$ cat src/design/tsfq_pkg.sv
// shared constants, codes and control types of the timestamp sorting frame queue
`default_nettype none

package tsfq_pkg;

  localparam int DEPTH        = 32;
  localparam int PTR_W        = $clog2(DEPTH);
  localparam int CNT_W        = $clog2(DEPTH + 1);
  localparam int PAYLOAD_BITS = 32;
  localparam int PAY_W        = 32;
  localparam int STAMP_W      = 64;
  localparam int CMD_W        = 2;
  localparam int STATUS_W     = 2;

  typedef enum logic [CMD_W-1:0] {
    CMD_PUSH  = 2'd0,
    CMD_POP   = 2'd1,
    CMD_CLEAR = 2'd2,
    CMD_PEEK  = 2'd3
  } cmd_t;

  typedef enum logic [STATUS_W-1:0] {
    ST_OK    = 2'd0,
    ST_EMPTY = 2'd1,
    ST_FULL  = 2'd2
  } status_t;

  typedef struct packed {
    logic load;
    logic exec;
  } ctrl_t;

endpackage

`default_nettype wire

$ cat src/design/tsfq_ctrl.sv
// command sequencer: accept, execute, ring read, result handoff
`default_nettype none

module tsfq_ctrl import tsfq_pkg::*; (
  input  logic  clk,
  input  logic  rst,
  input  logic  req_valid,
  output logic  req_ready,
  output logic  rsp_valid,
  input  logic  rsp_ready,
  output ctrl_t ctrl
);

  typedef enum logic [1:0] {
    S_IDLE,
    S_EXEC,
    S_READ,
    S_OUT
  } state_t;

  state_t state;

  always_comb begin
    ctrl.load = req_valid && req_ready;
    ctrl.exec = (state == S_EXEC);
  end

  always_ff @(posedge clk) begin
    if (rst) begin
      state     <= S_IDLE;
      req_ready <= 1'b1;
      rsp_valid <= 1'b0;
    end else begin
      unique case (state)
        S_IDLE: begin
          if (req_valid) begin
            state     <= S_EXEC;
            req_ready <= 1'b0;
          end
        end
        S_EXEC: begin
          state <= S_READ;
        end
        S_READ: begin
          state     <= S_OUT;
          rsp_valid <= 1'b1;
        end
        S_OUT: begin
          if (rsp_ready) begin
            state     <= S_IDLE;
            rsp_valid <= 1'b0;
            req_ready <= 1'b1;
          end
        end
        default: begin
          state <= S_IDLE;
        end
      endcase
    end
  end

endmodule

`default_nettype wire

$ cat config.mk
export PLATFORM = sky130hd
export DESIGN_NAME = tsfq_ctrl
export DESIGN_NICKNAME = d
export VERILOG_FILES = /design/src/design/tsfq_pkg.sv /design/src/design/tsfq_ctrl.sv
export SDC_FILE = /design/constraint.sdc
export NUM_CORES = 1
export LEC_CHECK = 0
export BUFFER_PORTS_ARGS = -buffer_cell sky130_fd_sc_hd__buf_2
export CORE_AREA = 2 2 39 41
export CTS_CLUSTER_DIAMETER = 100
export DETAILED_ROUTE_END_ITERATION = 10
export DIE_AREA = 0 0 41 43
export GPL_ROUTABILITY_DRIVEN = 0
export PLACE_DENSITY = 0.46
export SKIP_CTS_REPAIR_TIMING = 1
export SYNTH_ARGS = -nofsm -noshare
export SYNTH_HDL_FRONTEND = slang
export SYNTH_SLANG_ARGS = --single-unit
$ cat constraint.sdc
create_clock -name clk -period 1.8 [get_ports clk]
set_input_delay 0.45 -clock clk [delete_from_list [all_inputs] [get_ports clk]]
set_output_delay 0.45 -clock clk [all_outputs]
set_load 0.02 [all_outputs]
==> results.yml <==
run_status:
  run_status: "finished clean"
synthesis:
  syn_inst: 29
  syn_area_um2: 269.0
  syn_nets: 38
  synth_top_flop_cell: "dfxtp_1"
  yosys.area.top_type_share: 0.2977
  synth_cell_types: 14
  synth_common_cells: "ha_1, dfxtp_1, nand2_1, nand2b_1"
  synth_edf_count: 0
  syn_avg_cell_area_um2: 9.276
  synthArstFlopShare: 0
  synth_top_cell_by_area: "dfxtp_1"
  yosysMostFrequentCell: "ha_1"
  synthTopCellsByArea: "dfxtp_1, ha_1, nand2b_1"
  synth_warnings: 0
  synth_seq_cells: 4
  ys_seq_area_frac: 0.2977
global_route:
  grt_pass1_wl_um: 814
  grt_pass1_vias: 196
  antenna_found_initial: 0
  overflow: 0
  grt.total_usage: 0.07731
  grt_max_degree: 6
layout:
  finalNonFillerCells: 55
  syn2layout_area_growth_pct: 28.84
  n_antenna_cell: 0
  final_nets: 50
  drive_gt1_frac: 0.3077
timing:
  relSlewSlack: 0.8719
  maxSlewViolCount: 0
  rsz0062_at_grt: "no"
  tightest_slew_ns: 0.1920
  setup_viol: 0
  clock-skew-final_ns: 0.005146
  hold_violations: 0
  fin_tns_setup_ns: 0
  fmax_ghz: 0.6614
  min_period_ns: 1.512
  finalCritPeriodShare: 0.8399
placed_design:
  placed_cells: 52
  hpwl_um: 386.1
  io_buffers: 7
detailed_routing:
  routed-wl-met2_um: 197
  dr.pass1.iters: 4
  totalWireLength_um: 497
  drtAntennaViolNets: 0
  vias: 225
  drtIter0Drc: 8
  vias_per_cell: 4.091
  drt-met1-wl_um: 243
  wl_met3_um: 57
  drc: 0
  wl_per_cell_um: 9.036
  highest_layer: "met3"
floorplanning:
  ios: 8
  design.core.area_um2: 1384
  rows: 14
  die_area_um2: 1763
  start_util: 0.1944
  dieHeight_um: 43
  fp.dieW_um: 41
critical_path:
  crit_fanout: 5
  worstSetupPathType: "reg2out"
  crit_required_ns: 1.35
  crit_path_end_kind: "primary output"
  worstPathArrival_ns: 1.06
  cp-startpoint: "state[1]"
  startpoint_type: "register"
  timing.rr.start: "state[0]"
clocking:
  clock_latency_ns: 0.24
  htree_levels: 1
  cts_root_buf: "clkbuf_4"
  cts.clk_slew.worst_paths_ns: 0.04
  clock_sinks: 4
  cts_buffers: 3
  cts_tree: "done"
  cts_buffer_depth: 2
min_path:
  hold_class: "in2reg"
  worstHoldStart: "rst"
run:
  maxCapViolations: 0
power:
  p_per_area_nw_per_um2: 1427
  leakagePower_nw: 0.1641
  vdd_drop_max_v: 0.0004559
## per-stage QoR
stage	area (um2)	util	power, W	hold WS, ns	setup slack (ns)
2_1_floorplan	269.0	-	0.0003284	0.4959	0.6090
3_3_place_gp	324.1	0.2342	0.0003887	0.5077	0.4703
3_5_place_dp	324.1	0.2342	0.0003860	0.5100	0.4918
4_1_cts	346.6	0.2505	0.0005050	0.4310	0.2673
5_1_grt	346.6	0.2505	0.0005490	0.4355	0.2076
6_report	346.6	0.2505	0.0004944	0.4333	0.2881
## placed cells by master, fill, tap and decap left out
cell type,synthesis,layout
o211ai_1,1,1
mux2_4,1,1
inv_1,2,2
nand2b_1,3,3
mux2i_1,1,1
and2_1,1,1
dfxtp_1,4,4
clkbuf_4,0,3
buf_2,0,7
a211oi_2,1,1
nor2b_1,2,2
o21a_1,1,1
nor2_1,2,2
ha_1,5,5
a21oi_1,2,2
nand2_1,3,3
## state kept, by name, summed over array words and instances, names as in the netlist
name and cells:
state 2, req_ready 1, rsp_valid 1
## final timing paths
kind	slack [ns]	endpoint	cells after the start
min reg2reg	0.52	req_ready	2
max	0.29	ctrl[0]	3
max reg2reg	0.50	state[1]	5
min	0.43	rsp_valid	2
## worst max-delay path: stages (launching register included)
cell	delay, ns
dfxtp_1	0.41
inv_1	0.09
ha_1	0.18
buf_2	0.15
## per-layer routing
metal | track usage | vias up
met5 | 0 | -
met1 | 0.09003 | 99
met4 | 0.02000 | 0
met2 | 0.08438 | 9
met3 | 0.09948 | 0
li1 | - | 117
## area by class of cell
class | instances | area (um2)
multi-input cells | 23 | 181.4
flip-flops and latches | 4 | 80.08
fillers | 160 | 1037
clock buffers | 3 | 22.52
repair buffers | 7 | 35.03
well taps | 16 | 20.02
inverters | 2 | 7.507
## power by group
part	internal [W]	switching, W	total (W)
combinational	0.000103	0.000122	0.000224
sequential	0.000121	0.0000351	0.000156
clock	0.0000747	0.0000391	0.000114
## logic make-up after synthesis
family | Yosys count | synth area share
flip-flops | 4 | 0.2977
AO/OA/AOI/OAI | 5 | 0.1395
buffers and inverters | 2 | 0.02792
multiplexers | 2 | 0.09301
adder cells (fa/ha/maj) | 5 | 0.2326
AND/OR/NAND/NOR | 11 | 0.2093
Power figures use the tool's default switching activity.
